### src/rtl/csvt_pkg.sv
// Shared types, character codes and result kinds for the CSV byte tokenizer.
// No dependencies.
package csvt_pkg;

    localparam logic       MODE_TEXT = 1'b0;
    localparam logic       MODE_EOT  = 1'b1;

    localparam logic [1:0] KIND_CHAR      = 2'd0;
    localparam logic [1:0] KIND_FIELD_END = 2'd1;
    localparam logic [1:0] KIND_ROW_END   = 2'd2;

    localparam logic [7:0] BOM_BYTE0 = 8'hEF;
    localparam logic [7:0] BOM_BYTE1 = 8'hBB;
    localparam logic [7:0] BOM_BYTE2 = 8'hBF;

    localparam logic [7:0] CH_QUOTE = 8'h22;
    localparam logic [7:0] CH_COMMA = 8'h2C;
    localparam logic [7:0] CH_CR    = 8'h0D;
    localparam logic [7:0] CH_LF    = 8'h0A;
    localparam logic [7:0] CH_SPACE = 8'h20;
    localparam logic [7:0] CH_HT    = 8'h09;
    localparam logic [7:0] CH_VT    = 8'h0B;
    localparam logic [7:0] CH_FF    = 8'h0C;

    localparam int QUEUE_DEPTH = 4;

    typedef struct packed {
        logic       eot;
        logic [7:0] text_byte;
        logic       item_last;
    } t_uop;

    typedef struct packed {
        logic [1:0] kind;
        logic [7:0] char_out;
        logic       field_was_quoted;
        logic       trim_overflow;
    } t_res;

    typedef struct packed {
        logic vld;
        logic done;
        t_res res;
    } t_gen;

    function automatic logic is_ws(input logic [7:0] c);
        return (c == CH_SPACE) || (c == CH_HT) || (c == CH_VT) || (c == CH_FF);
    endfunction

    function automatic t_res make_char(input logic [7:0] c, input logic ovf);
        t_res r;
        r.kind             = KIND_CHAR;
        r.char_out         = c;
        r.field_was_quoted = 1'b0;
        r.trim_overflow    = ovf;
        return r;
    endfunction

    function automatic t_res make_end(input logic [1:0] kind, input logic quoted);
        t_res r;
        r.kind             = kind;
        r.char_out         = 8'h00;
        r.field_was_quoted = quoted;
        r.trim_overflow    = 1'b0;
        return r;
    endfunction

endpackage

### src/rtl/csvt_if.sv
// Valid/ready channel interfaces for text input and token output.
// No dependencies.
interface csvt_in_if;
    logic       valid;
    logic       ready;
    logic       mode;
    logic [7:0] text_byte;

    modport source (output valid, output mode, output text_byte, input ready);
    modport sink   (input valid, input mode, input text_byte, output ready);
endinterface

interface csvt_out_if;
    logic       valid;
    logic       ready;
    logic [1:0] kind;
    logic [7:0] char_out;
    logic       field_was_quoted;
    logic       trim_overflow;
    logic       last;

    modport source (output valid, output kind, output char_out, output field_was_quoted,
                    output trim_overflow, output last, input ready);
    modport sink   (input valid, input kind, input char_out, input field_was_quoted,
                    input trim_overflow, input last, output ready);
endinterface

### src/rtl/csv_byte_tokenizer_core.sv
// Path: operation queue, back end, result staging register and output register.
// Throughput: one text byte and one result per cycle while the output accepts and neither
// end is busy; flushing held whitespace, a full whitespace buffer or a partial byte order
// mark stall the input. The back-end sequencer and the buffer RAM read set the rate.
// Reset: synchronous active low; clears all control state, buffer contents stay undefined.
// Depends on csvt_pkg, csvt_if, csvt_ram, csvt_queue, csvt_front, csvt_back, csvt_emit.
module csv_byte_tokenizer_core #(
    parameter int MAX_PENDING_SPACE = 16
) (
    input  logic       i_clk,
    input  logic       i_rst_n,
    csvt_in_if.sink    i_text,
    csvt_out_if.source o_tok
);
    import csvt_pkg::*;

    logic push_valid;
    logic push_ready;
    t_uop push_data;
    logic pop_valid;
    logic pop_ready;
    t_uop pop_data;
    t_gen gen;
    logic gen_ready;

    csvt_front u_front (
        .i_clk        (i_clk),
        .i_rst_n      (i_rst_n),
        .i_text       (i_text),
        .o_push_valid (push_valid),
        .o_push_data  (push_data),
        .i_push_ready (push_ready)
    );

    csvt_queue u_queue (
        .i_clk        (i_clk),
        .i_rst_n      (i_rst_n),
        .i_push_valid (push_valid),
        .i_push_data  (push_data),
        .o_push_ready (push_ready),
        .o_pop_valid  (pop_valid),
        .o_pop_data   (pop_data),
        .i_pop_ready  (pop_ready)
    );

    csvt_back #(
        .MAX_PENDING_SPACE (MAX_PENDING_SPACE)
    ) u_back (
        .i_clk       (i_clk),
        .i_rst_n     (i_rst_n),
        .i_uop_valid (pop_valid),
        .i_uop       (pop_data),
        .o_uop_pop   (pop_ready),
        .o_gen       (gen),
        .i_gen_ready (gen_ready)
    );

    csvt_emit u_emit (
        .i_clk       (i_clk),
        .i_rst_n     (i_rst_n),
        .i_gen       (gen),
        .o_gen_ready (gen_ready),
        .o_tok       (o_tok)
    );
endmodule

### src/rtl/csvt_ram.sv
// Generic single write port RAM with one registered read port.
// No dependencies.
module csvt_ram #(
    parameter int WIDTH = 8,
    parameter int DEPTH = 16
) (
    input  logic                                 i_clk,
    input  logic                                 i_wr_en,
    input  logic [(DEPTH > 1 ? $clog2(DEPTH) : 1)-1:0] i_wr_addr,
    input  logic [WIDTH-1:0]                     i_wr_data,
    input  logic [(DEPTH > 1 ? $clog2(DEPTH) : 1)-1:0] i_rd_addr,
    output logic [WIDTH-1:0]                     o_rd_data
);
    logic [WIDTH-1:0] r_mem [DEPTH];
    logic [WIDTH-1:0] r_rd_data;

    always_ff @(posedge i_clk) begin
        if (i_wr_en) begin
            r_mem[i_wr_addr] <= i_wr_data;
        end
        r_rd_data <= r_mem[i_rd_addr];
    end

    assign o_rd_data = r_rd_data;
endmodule

### src/rtl/csvt_queue.sv
// Short FIFO of byte operations between the front and back ends.
// Depends on csvt_pkg.
module csvt_queue (
    input  logic          i_clk,
    input  logic          i_rst_n,
    input  logic          i_push_valid,
    input  csvt_pkg::t_uop i_push_data,
    output logic          o_push_ready,
    output logic          o_pop_valid,
    output csvt_pkg::t_uop o_pop_data,
    input  logic          i_pop_ready
);
    import csvt_pkg::*;

    localparam int PW = (QUEUE_DEPTH > 1) ? $clog2(QUEUE_DEPTH) : 1;
    localparam int CW = $clog2(QUEUE_DEPTH + 1);

    t_uop          r_mem [QUEUE_DEPTH];
    logic [PW-1:0] r_wp;
    logic [PW-1:0] r_rp;
    logic [CW-1:0] r_cnt;
    logic          push;
    logic          pop;

    assign o_push_ready = (r_cnt != CW'(QUEUE_DEPTH));
    assign o_pop_valid  = (r_cnt != '0);
    assign o_pop_data   = r_mem[r_rp];
    assign push         = i_push_valid && o_push_ready;
    assign pop          = i_pop_ready && o_pop_valid;

    function automatic logic [PW-1:0] ptr_inc(input logic [PW-1:0] p);
        return ((PW + 1)'(p) + (PW + 1)'(1) == (PW + 1)'(QUEUE_DEPTH)) ? '0 : p + PW'(1);
    endfunction

    always_ff @(posedge i_clk) begin
        if (push) begin
            r_mem[r_wp] <= i_push_data;
        end
    end

    always_ff @(posedge i_clk) begin
        if (!i_rst_n) begin
            r_wp  <= '0;
            r_rp  <= '0;
            r_cnt <= '0;
        end else begin
            if (push) begin
                r_wp <= ptr_inc(r_wp);
            end
            if (pop) begin
                r_rp <= ptr_inc(r_rp);
            end
            if (push && !pop) begin
                r_cnt <= r_cnt + CW'(1);
            end else if (pop && !push) begin
                r_cnt <= r_cnt - CW'(1);
            end
        end
    end
endmodule

### src/rtl/csvt_front.sv
// Front end: accepts input transactions, tracks the byte order mark and
// replays a partial mark as data. Depends on csvt_pkg and csvt_in_if.
module csvt_front (
    input  logic           i_clk,
    input  logic           i_rst_n,
    csvt_in_if.sink        i_text,
    output logic           o_push_valid,
    output csvt_pkg::t_uop o_push_data,
    input  logic           i_push_ready
);
    import csvt_pkg::*;

    localparam logic [1:0] BOM_EXPECT = 2'd0;
    localparam logic [1:0] BOM_SAW0   = 2'd1;
    localparam logic [1:0] BOM_SAW1   = 2'd2;
    localparam logic [1:0] BOM_PAST   = 2'd3;

    logic [1:0] r_bom,      n_bom;
    logic       r_busy,     n_busy;
    logic       r_bb,       n_bb;
    logic       r_fin_eot,  n_fin_eot;
    logic [7:0] r_fin_byte, n_fin_byte;
    logic       acc;
    logic [7:0] c;

    assign i_text.ready = !r_busy && i_push_ready;
    assign acc          = i_text.valid && i_text.ready;
    assign c            = i_text.text_byte;

    always_comb begin
        n_bom        = r_bom;
        n_busy       = r_busy;
        n_bb         = r_bb;
        n_fin_eot    = r_fin_eot;
        n_fin_byte   = r_fin_byte;
        o_push_valid = 1'b0;
        o_push_data  = '{eot: 1'b0, text_byte: c, item_last: 1'b1};
        if (r_busy) begin
            o_push_valid = 1'b1;
            if (r_bb) begin
                o_push_data = '{eot: 1'b0, text_byte: BOM_BYTE1, item_last: 1'b0};
                if (i_push_ready) begin
                    n_bb = 1'b0;
                end
            end else begin
                o_push_data = '{eot: r_fin_eot, text_byte: r_fin_byte, item_last: 1'b1};
                if (i_push_ready) begin
                    n_busy = 1'b0;
                end
            end
        end else if (acc) begin
            if (i_text.mode == MODE_EOT) begin
                n_bom        = BOM_EXPECT;
                o_push_valid = 1'b1;
                if (r_bom == BOM_SAW0 || r_bom == BOM_SAW1) begin
                    o_push_data = '{eot: 1'b0, text_byte: BOM_BYTE0, item_last: 1'b0};
                    n_busy      = 1'b1;
                    n_bb        = (r_bom == BOM_SAW1);
                    n_fin_eot   = 1'b1;
                    n_fin_byte  = c;
                end else begin
                    o_push_data = '{eot: 1'b1, text_byte: c, item_last: 1'b1};
                end
            end else begin
                case (r_bom)
                    BOM_EXPECT: begin
                        if (c == BOM_BYTE0) begin
                            n_bom = BOM_SAW0;
                        end else begin
                            n_bom        = BOM_PAST;
                            o_push_valid = 1'b1;
                        end
                    end
                    BOM_SAW0, BOM_SAW1: begin
                        if ((r_bom == BOM_SAW0 && c == BOM_BYTE1)) begin
                            n_bom = BOM_SAW1;
                        end else if (r_bom == BOM_SAW1 && c == BOM_BYTE2) begin
                            n_bom = BOM_PAST;
                        end else begin
                            n_bom        = BOM_PAST;
                            o_push_valid = 1'b1;
                            o_push_data  = '{eot: 1'b0, text_byte: BOM_BYTE0, item_last: 1'b0};
                            n_busy       = 1'b1;
                            n_bb         = (r_bom == BOM_SAW1);
                            n_fin_eot    = 1'b0;
                            n_fin_byte   = c;
                        end
                    end
                    default: begin
                        o_push_valid = 1'b1;
                    end
                endcase
            end
        end
    end

    always_ff @(posedge i_clk) begin
        r_fin_eot  <= n_fin_eot;
        r_fin_byte <= n_fin_byte;
    end

    always_ff @(posedge i_clk) begin
        if (!i_rst_n) begin
            r_bom  <= BOM_EXPECT;
            r_busy <= 1'b0;
            r_bb   <= 1'b0;
        end else begin
            r_bom  <= n_bom;
            r_busy <= n_busy;
            r_bb   <= n_bb;
        end
    end
endmodule

### src/rtl/csvt_back.sv
// Back end: quote and field state machine with the trailing whitespace
// buffer. Depends on csvt_pkg and csvt_ram.
module csvt_back #(
    parameter int MAX_PENDING_SPACE = 16
) (
    input  logic           i_clk,
    input  logic           i_rst_n,
    input  logic           i_uop_valid,
    input  csvt_pkg::t_uop i_uop,
    output logic           o_uop_pop,
    output csvt_pkg::t_gen o_gen,
    input  logic           i_gen_ready
);
    import csvt_pkg::*;

    localparam int AW = (MAX_PENDING_SPACE > 1) ? $clog2(MAX_PENDING_SPACE) : 1;
    localparam int CW = $clog2(MAX_PENDING_SPACE + 1);
    localparam int SW = ((AW > CW) ? AW : CW) + 1;

    localparam logic [1:0] S_IDLE  = 2'd0;
    localparam logic [1:0] S_FLUSH = 2'd1;
    localparam logic [1:0] S_TAIL  = 2'd2;
    localparam logic [1:0] S_OVF   = 2'd3;

    logic [1:0]    r_state, n_state;
    logic          r_iq,    n_iq;
    logic          r_qla,   n_qla;
    logic          r_fqf,   n_fqf;
    logic          r_ols,   n_ols;
    logic          r_fea,   n_fea;
    logic          r_rhf,   n_rhf;
    logic [AW-1:0] r_head,  n_head;
    logic [CW-1:0] r_cnt,   n_cnt;

    logic          wr_en;
    logic [AW-1:0] wr_addr;
    logic [AW-1:0] tail;
    logic [AW-1:0] head_inc;
    logic [SW-1:0] tail_sum;
    logic [7:0]    rd_data;
    logic [7:0]    c;
    logic          complete;
    logic          has_row;

    assign c        = i_uop.text_byte;
    assign has_row  = r_rhf || r_fqf || r_fea;
    assign tail_sum = SW'(r_head) + SW'(r_cnt);
    assign tail     = (tail_sum >= SW'(MAX_PENDING_SPACE)) ?
                      AW'(tail_sum - SW'(MAX_PENDING_SPACE)) : AW'(tail_sum);
    assign head_inc = (SW'(r_head) + SW'(1) == SW'(MAX_PENDING_SPACE)) ?
                      '0 : r_head + AW'(1);

    csvt_ram #(
        .WIDTH (8),
        .DEPTH (MAX_PENDING_SPACE)
    ) u_pending (
        .i_clk     (i_clk),
        .i_wr_en   (wr_en),
        .i_wr_addr (wr_addr),
        .i_wr_data (c),
        .i_rd_addr (n_head),
        .o_rd_data (rd_data)
    );

    always_comb begin
        n_state   = r_state;
        n_iq      = r_iq;
        n_qla     = r_qla;
        n_fqf     = r_fqf;
        n_ols     = r_ols;
        n_fea     = r_fea;
        n_rhf     = r_rhf;
        n_head    = r_head;
        n_cnt     = r_cnt;
        wr_en     = 1'b0;
        wr_addr   = tail;
        complete  = 1'b0;
        o_gen.vld = 1'b0;
        o_gen.res = make_char(c, 1'b0);
        case (r_state)
            S_IDLE: begin
                if (i_uop_valid) begin
                    if (i_uop.eot) begin
                        o_gen.vld = has_row;
                        o_gen.res = make_end(KIND_ROW_END, r_fqf);
                        if (!has_row || i_gen_ready) begin
                            complete = 1'b1;
                            n_iq     = 1'b0;
                            n_qla    = 1'b0;
                            n_rhf    = 1'b0;
                            n_fqf    = 1'b0;
                            n_ols    = 1'b1;
                            n_fea    = 1'b0;
                            n_cnt    = '0;
                        end
                    end else if (r_qla && c == CH_QUOTE) begin
                        o_gen.vld = 1'b1;
                        if (i_gen_ready) begin
                            complete = 1'b1;
                            n_qla    = 1'b0;
                            n_fea    = 1'b1;
                        end
                    end else if (r_iq && !r_qla) begin
                        if (c == CH_QUOTE) begin
                            complete = 1'b1;
                            n_qla    = 1'b1;
                        end else begin
                            o_gen.vld = 1'b1;
                            if (i_gen_ready) begin
                                complete = 1'b1;
                                n_fea    = 1'b1;
                            end
                        end
                    end else begin
                        // close any quoted section; the unquoted path does not read it
                        n_qla = 1'b0;
                        n_iq  = 1'b0;
                        if (c == CH_COMMA) begin
                            o_gen.vld = 1'b1;
                            o_gen.res = make_end(KIND_FIELD_END, r_fqf);
                            if (i_gen_ready) begin
                                complete = 1'b1;
                                n_fqf    = 1'b0;
                                n_ols    = 1'b1;
                                n_fea    = 1'b0;
                                n_cnt    = '0;
                                n_rhf    = 1'b1;
                            end
                        end else if (c == CH_CR) begin
                            complete = 1'b1;
                        end else if (c == CH_LF) begin
                            o_gen.vld = has_row;
                            o_gen.res = make_end(KIND_ROW_END, r_fqf);
                            if (!has_row || i_gen_ready) begin
                                complete = 1'b1;
                                n_fqf    = 1'b0;
                                n_ols    = 1'b1;
                                n_fea    = 1'b0;
                                n_cnt    = '0;
                                n_rhf    = 1'b0;
                            end
                        end else if (c == CH_QUOTE && r_ols && !r_fqf) begin
                            complete = 1'b1;
                            n_iq     = 1'b1;
                            n_fqf    = 1'b1;
                            n_ols    = 1'b0;
                            n_cnt    = '0;
                        end else if (r_fqf) begin
                            o_gen.vld = 1'b1;
                            if (i_gen_ready) begin
                                complete = 1'b1;
                                n_fea    = 1'b1;
                            end
                        end else if (is_ws(c)) begin
                            if (r_ols) begin
                                complete = 1'b1;
                            end else if (r_cnt == CW'(MAX_PENDING_SPACE)) begin
                                n_state = S_OVF;
                            end else begin
                                complete = 1'b1;
                                wr_en    = 1'b1;
                                n_cnt    = r_cnt + CW'(1);
                            end
                        end else if (r_cnt != '0) begin
                            n_state = S_FLUSH;
                        end else begin
                            o_gen.vld = 1'b1;
                            if (i_gen_ready) begin
                                complete = 1'b1;
                                n_fea    = 1'b1;
                                n_ols    = 1'b0;
                            end
                        end
                    end
                end
            end
            S_FLUSH: begin
                o_gen.vld = 1'b1;
                o_gen.res = make_char(rd_data, 1'b0);
                if (i_gen_ready) begin
                    n_head = head_inc;
                    n_cnt  = r_cnt - CW'(1);
                    n_fea  = 1'b1;
                    if (r_cnt == CW'(1)) begin
                        n_state = S_TAIL;
                    end
                end
            end
            S_TAIL: begin
                o_gen.vld = 1'b1;
                if (i_gen_ready) begin
                    complete = 1'b1;
                    n_fea    = 1'b1;
                    n_ols    = 1'b0;
                    n_state  = S_IDLE;
                end
            end
            S_OVF: begin
                o_gen.vld = 1'b1;
                o_gen.res = make_char(rd_data, 1'b1);
                wr_addr   = r_head;
                if (i_gen_ready) begin
                    complete = 1'b1;
                    wr_en    = 1'b1;
                    n_head   = head_inc;
                    n_fea    = 1'b1;
                    n_state  = S_IDLE;
                end
            end
            default: begin
                n_state = S_IDLE;
            end
        endcase
        o_gen.done = complete && i_uop.item_last;
    end

    assign o_uop_pop = complete;

    always_ff @(posedge i_clk) begin
        if (!i_rst_n) begin
            r_state <= S_IDLE;
            r_iq    <= 1'b0;
            r_qla   <= 1'b0;
            r_fqf   <= 1'b0;
            r_ols   <= 1'b1;
            r_fea   <= 1'b0;
            r_rhf   <= 1'b0;
            r_head  <= '0;
            r_cnt   <= '0;
        end else begin
            r_state <= n_state;
            r_iq    <= n_iq;
            r_qla   <= n_qla;
            r_fqf   <= n_fqf;
            r_ols   <= n_ols;
            r_fea   <= n_fea;
            r_rhf   <= n_rhf;
            r_head  <= n_head;
            r_cnt   <= n_cnt;
        end
    end
endmodule

### src/rtl/csvt_emit.sv
// Result staging and output register; marks the last result of each input
// transaction. Depends on csvt_pkg and csvt_out_if.
module csvt_emit (
    input  logic           i_clk,
    input  logic           i_rst_n,
    input  csvt_pkg::t_gen i_gen,
    output logic           o_gen_ready,
    csvt_out_if.source     o_tok
);
    import csvt_pkg::*;

    logic r_stg_valid;
    logic r_stg_last;
    t_res r_stg_res;
    logic r_out_valid;
    logic r_out_last;
    t_res r_out_res;
    logic out_free;
    logic acc;
    logic mv;

    assign out_free    = !r_out_valid || o_tok.ready;
    assign o_gen_ready = !r_stg_valid || out_free;
    assign acc         = i_gen.vld && o_gen_ready;
    assign mv          = r_stg_valid && out_free && (r_stg_last || acc);

    assign o_tok.valid            = r_out_valid;
    assign o_tok.kind             = r_out_res.kind;
    assign o_tok.char_out         = r_out_res.char_out;
    assign o_tok.field_was_quoted = r_out_res.field_was_quoted;
    assign o_tok.trim_overflow    = r_out_res.trim_overflow;
    assign o_tok.last             = r_out_last;

    always_ff @(posedge i_clk) begin
        if (acc) begin
            r_stg_res <= i_gen.res;
        end
        if (mv) begin
            r_out_res  <= r_stg_res;
            r_out_last <= r_stg_last;
        end
    end

    always_ff @(posedge i_clk) begin
        if (!i_rst_n) begin
            r_stg_valid <= 1'b0;
            r_stg_last  <= 1'b0;
            r_out_valid <= 1'b0;
        end else begin
            if (mv) begin
                r_out_valid <= 1'b1;
            end else if (o_tok.ready) begin
                r_out_valid <= 1'b0;
            end
            if (acc) begin
                r_stg_valid <= 1'b1;
                r_stg_last  <= i_gen.done;
            end else if (mv) begin
                r_stg_valid <= 1'b0;
            end else if (i_gen.done && r_stg_valid) begin
                // close the transaction on the newest held result
                r_stg_last <= 1'b1;
            end
        end
    end
endmodule

### src/flat_wrapper.sv
// flat-port wrapper written by rule: the top's interface ports become plain ports
module csv_byte_tokenizer_core_flat import csvt_pkg::*;
#(
    parameter int MAX_PENDING_SPACE = 16
)
  (i_clk, i_rst_n, i_text_valid, i_text_mode, i_text_text_byte, i_text_ready, o_tok_valid, o_tok_kind, o_tok_char_out, o_tok_field_was_quoted, o_tok_trim_overflow, o_tok_last, o_tok_ready);
  csvt_in_if i_text_i ();
  csvt_out_if o_tok_i ();
  input  logic i_clk;
  input  logic i_rst_n;
  input wire logic [$bits(i_text_i.valid)-1:0] i_text_valid;
  input wire logic [$bits(i_text_i.mode)-1:0] i_text_mode;
  input wire logic [$bits(i_text_i.text_byte)-1:0] i_text_text_byte;
  output wire logic [$bits(i_text_i.ready)-1:0] i_text_ready;
  output wire logic [$bits(o_tok_i.valid)-1:0] o_tok_valid;
  output wire logic [$bits(o_tok_i.kind)-1:0] o_tok_kind;
  output wire logic [$bits(o_tok_i.char_out)-1:0] o_tok_char_out;
  output wire logic [$bits(o_tok_i.field_was_quoted)-1:0] o_tok_field_was_quoted;
  output wire logic [$bits(o_tok_i.trim_overflow)-1:0] o_tok_trim_overflow;
  output wire logic [$bits(o_tok_i.last)-1:0] o_tok_last;
  input wire logic [$bits(o_tok_i.ready)-1:0] o_tok_ready;
  assign i_text_i.valid = i_text_valid;
  assign i_text_i.mode = i_text_mode;
  assign i_text_i.text_byte = i_text_text_byte;
  assign i_text_ready = i_text_i.ready;
  assign o_tok_valid = o_tok_i.valid;
  assign o_tok_kind = o_tok_i.kind;
  assign o_tok_char_out = o_tok_i.char_out;
  assign o_tok_field_was_quoted = o_tok_i.field_was_quoted;
  assign o_tok_trim_overflow = o_tok_i.trim_overflow;
  assign o_tok_last = o_tok_i.last;
  assign o_tok_i.ready = o_tok_ready;
  csv_byte_tokenizer_core #(.MAX_PENDING_SPACE(MAX_PENDING_SPACE)) u_core (.i_clk(i_clk), .i_rst_n(i_rst_n), .i_text(i_text_i), .o_tok(o_tok_i));
endmodule
### config.mk
export PLATFORM = sky130hd
export DESIGN_NAME = csv_byte_tokenizer_core_flat
export DESIGN_NICKNAME = d
export VERILOG_FILES = /design/src/rtl/csvt_pkg.sv /design/src/rtl/csvt_if.sv /design/src/rtl/csv_byte_tokenizer_core.sv /design/src/rtl/csvt_ram.sv /design/src/rtl/csvt_queue.sv /design/src/rtl/csvt_front.sv /design/src/rtl/csvt_back.sv /design/src/rtl/csvt_emit.sv /design/src/flat_wrapper.sv
export SDC_FILE = /design/constraint.sdc
export NUM_CORES = 1
export LEC_CHECK = 0
export BUFFER_PORTS_ARGS = -buffer_cell sky130_fd_sc_hd__buf_4
export CAP_MARGIN = 0
export CORE_UTILIZATION = 55
export CTS_BUF_LIST = sky130_fd_sc_hd__clkbuf_4 sky130_fd_sc_hd__clkbuf_8 sky130_fd_sc_hd__clkbuf_16
export DETAILED_ROUTE_END_ITERATION = 8
export PLACE_DENSITY = 0.71
export RECOVER_POWER = 25
export SLEW_MARGIN = 20
export SYNTH_ARGS = -nofsm -noshare
export SYNTH_HDL_FRONTEND = slang
export SYNTH_SLANG_ARGS = --single-unit
export TNS_END_PERCENT = 10
### constraint.sdc
create_clock -name i_clk -period 3.9 [get_ports i_clk]
set_input_delay 0.585 -clock i_clk [delete_from_list [all_inputs] [get_ports i_clk]]
set_output_delay 0.585 -clock i_clk [all_outputs]
set_load 0.03 [all_outputs]
==> flow_metrics.env <==
export IMPL_holdCritPathClass="in2reg"
export IMPL_ys_ff_latch=243
export IMPL_syn_inst=742
export IMPL_rsz0062_at_grt="false"
export IMPL_h_tree_depth=1
export IMPL_p_seq_share_pct=38.0
export IMPL_fin_crit_sh_pct=94.37
export IMPL_hpwl_microns=17020
export IMPL_wl_per_cell_microns=22.47
export IMPL_multi_input_area_sq_um=3847
export IMPL_end_kind="flip-flop"
export IMPL_worstHoldEndpoint="u_core.u_front.r_fin_byte[0]"
export IMPL_power_mw=9.607
export IMPL_drc=0
export IMPL_hold_viol=0
export IMPL_skew_ps=15.86
export IMPL_grt_pass1_wl_microns=38740
export IMPL_r2r_slack_ps=220
export IMPL_vias=6774
export IMPL_utilization_pct=65.64
export IMPL_synth_edf_count=202
export IMPL_syn2layout_area_growth_pct=17.13
export IMPL_period_minus_slack_ps=3680
export IMPL_port_buffers=27
export IMPL_gp_congestion=0.8930
export IMPL_avgSynthCellArea_sq_um=14.70
export IMPL_setup_viol_count_final=0
export IMPL_max_freq_mhz=271.7
export IMPL_die_h_microns=142.8
export IMPL_final_cells=1114
export IMPL_slew_headroom_pct=53.64
export IMPL_slew_violations=0
export IMPL_seq_area_sq_um=6888
export IMPL_yosysSeqAreaShare_pct=63.14
export IMPL_grt_overflow_total=0
export IMPL_pwr_share_clk_pct=28.3
export IMPL_cp_max_fo=7
export IMPL_sw_frac_of_total_pct=31.92
export IMPL_arrival_ps=4130
export IMPL_grt_use_total_pct=25.71
export IMPL_clock_latency_ps=530
export IMPL_p_int_mw=6.541
export IMPL_synth_distinct_cells=82
export IMPL_core_area_sq_um=19460
export IMPL_layout_drive_gt1_share_pct=24.50
export IMPL_cts_tree="yes"
export IMPL_root_buffer="clkbuf_16"
export IMPL_fin_nets=868
export IMPL_reg2reg_depth=14
export IMPL_placed_cells=1065
export IMPL_num_rows=51
export IMPL_cap_viol_max_count=0
export IMPL_p_sw_mw=3.066
export IMPL_syn_area_sq_um=10910
export IMPL_wl_microns=25030
export IMPL_leakagePower_nw=4.420
export IMPL_outcome="finished clean"
export IMPL_diodes=0
export IMPL_r2r_end="u_core.u_queue.r_cnt[2]"
export IMPL_tightest_slew_ps=693.9
export IMPL_initial_core_util_pct=56.04
export IMPL_cts_clk_slew_worst_paths_ps=70
export IMPL_irDropWorstVdd_mv=0.3750
export IMPL_vias_per_cell=6.081
export IMPL_hp_start="i_text_text_byte[0]"
export IMPL_pin_count=28
export IMPL_die_area_sq_um=20400
export IMPL_antenna_found_initial=0
export IMPL_drt_first_pass_iters=5
export IMPL_grt_max_degree=41
export IMPL_cts_sinks=243
export IMPL_ant_nets=0
export IMPL_async_reset_ff_share_pct=0
export IMPL_combinationalPowerShare_pct=33.7
export IMPL_p_per_area_nw_per_um2=752.0
export IMPL_start_kind="flip-flop"
export IMPL_cp_required_ps=4350
export IMPL_grt_pass1_vias=6789
export IMPL_drtIter0Drc=621
export IMPL_fill_cells=1358
export IMPL_hold_path_depth=1
export IMPL_cts_buffers=26
export IMPL_die_width_microns=142.8
export IMPL_ys_flop_type="edfxtp_1"
export IMPL_synth_warnings=0
export IMPL_cts_path_max_buffers=3
export IMPL_synth_nets=780
export IMPL_criticalPathCategory="reg2reg"
## per-layer routing
| layer | part of all wire (%) | global-route usage [%] | wire [microns] | up-vias |
|---|---|---|---|---|
| met5 | 0 | 0 | 0 | - |
| met4 | 2.8 | 8.376 | 702 | 0 |
| met3 | 7.6 | 4.863 | 1902 | 54 |
| met2 | 48 | 42.00 | 12070 | 294 |
| met1 | 41 | 34.96 | 10350 | 3359 |
| li1 | - | - | - | 3067 |
## registers in the layout, indices dropped and copies added (netlist names), 2 cells and up, named ones only
register,count
u_core.u_back.r_head,4
u_core.u_queue.r_cnt,3
u_core.u_queue.r_wp,2
u_core.u_front.r_bom,2
u_core.u_emit.r_stg_res,12
u_core.u_emit.o_tok.char_out,8
u_core.u_back.u_pending.o_rd_data,8
u_core.u_queue.r_mem,40
u_core.u_back.r_cnt,5
u_core.u_emit.o_tok.kind,2
u_core.u_front.r_fin_byte,8
u_core.u_queue.r_rp,2
u_core.u_back.u_pending.r_mem,128
u_core.u_back.r_state,2
## cell type report
type | instances | area share, %
Clock inverter | 16 | 2.086
Inverter | 25 | 0.7346
Tap cell | 265 | 2.595
Timing Repair Buffer | 90 | 5.162
Clock buffer | 31 | 5.387
Sequential cell | 243 | 53.92
Multi-Input combinational cell | 444 | 30.12
## logic make-up (layout without fill, tap and decap cells)
family | count (synthesis) | after routing | synth area share, %
flip-flops | 243 | 243 | 63.14
AND/OR/NAND/NOR | 217 | 217 | 10.73
AO/OA/AOI/OAI | 129 | 129 | 8.593
multiplexers | 63 | 63 | 11.51
buffers and inverters | 55 | 162 | 2.226
adder cells (fa/ha/maj) | 25 | 25 | 3.006
XOR/XNOR | 10 | 10 | 0.8030
## worst max path at each step
stage | endpoint | startpoint | cells after the start | slack (ps)
finish | u_core.u_queue.r_cnt[2] | flip-flop | 14 | 220
global route | u_core.u_queue.r_cnt[2] | flip-flop | 14 | 10
global placement | u_core.u_queue.r_cnt[2] | flip-flop | 14 | 50
CTS | u_core.u_queue.r_cnt[2] | flip-flop | 15 | 8
detailed placement | u_core.u_queue.r_cnt[2] | flip-flop | 14 | -140
floorplan | u_core.u_queue.r_cnt[2] | flip-flop | 13 | 60
## through the flow
stage | instance area [sq um] | hold WS (ps) | setup TNS, ps | setup WS, ps
5_1_grt | 12770 | 308.6 | 0 | 13.49
2_1_floorplan | 10910 | 400.3 | 0 | 60.08
6_report | 12770 | 319.2 | 0 | 219.7
3_3_place_gp | 11800 | 404.7 | 0 | 52.33
4_1_cts | 12780 | 239.3 | 0 | 7.783
3_5_place_dp | 11800 | 405.4 | -139.3 | -139.3
## layout by cell type, fill, tap and decap left out, types with 6 or more instances in the layout
cell type	n
a22o_1	6
o21ai_0	19
bufinv_16	7
nor2b_1	15
nor3_1	13
dfxtp_1	40
clkbuf_1	11
edfxtp_1	202
nand2b_1	10
mux4_2	47
o211ai_1	7
mux2i_1	10
or3_1	10
and2_1	9
clkbuf_16	26
nand3_1	18
ha_1	22
o21a_1	8
a21oi_1	21
nand2_1	47
inv_1	24
o22ai_1	6
buf_4	77
o21ai_1	7
nor2_1	51
## power groups by stage
stage / Sequential [mW] / Clock (mW) / Combinational (mW)
after floorplan: 3.74 / 0 / 2.11
after global placement: 3.69 / 0 / 3.06
after detailed placement: 3.71 / 0 / 3.15
after CTS: 3.65 / 2.75 / 3.19
after global routing: 3.69 / 2.84 / 3.49
final: 3.65 / 2.72 / 3.24
## worst max-delay path: stages (launching register included)
cell       delay (ps)
dfxtp_2           360
buf_4             160
mux4_2            610
nor3b_4           240
o211a_4           220
o31a_1            180
a2111oi_2          90
o31ai_2           340
and2_4            210
ha_2              180
inv_1              60
fa_2              340
xor2_1            180
or3_1             310
a21boi_1          130
## what timing repair did
| item | 4_1_cts | 5_1_grt |
|---|---|---|
| pin swaps | 1 | 8 |
| setup endpoints to repair | 1 | 15 |
| gates resized for setup | 3 | 11 |
| hold buffers | 0 | 0 |
| buffers inserted | 1 | 1 |
## cells in the mapped netlist, types with 14 or more instances
library cell	count	area share, %
inv_1	24	0.83
nor2b_1	15	0.86
nor2_1	51	1.8
edfxtp_1	202	56
nor3_1	14	0.64
mux4_2	47	9.7
nand2_1	47	1.6
clkbuf_1	19	0.65
o21ai_0	19	0.87
a21oi_1	21	0.96
dfxtp_1	41	7.5
nand3_1	18	0.83
ha_1	23	2.6
No activity file was read; power rests on OpenSTA's default activity.
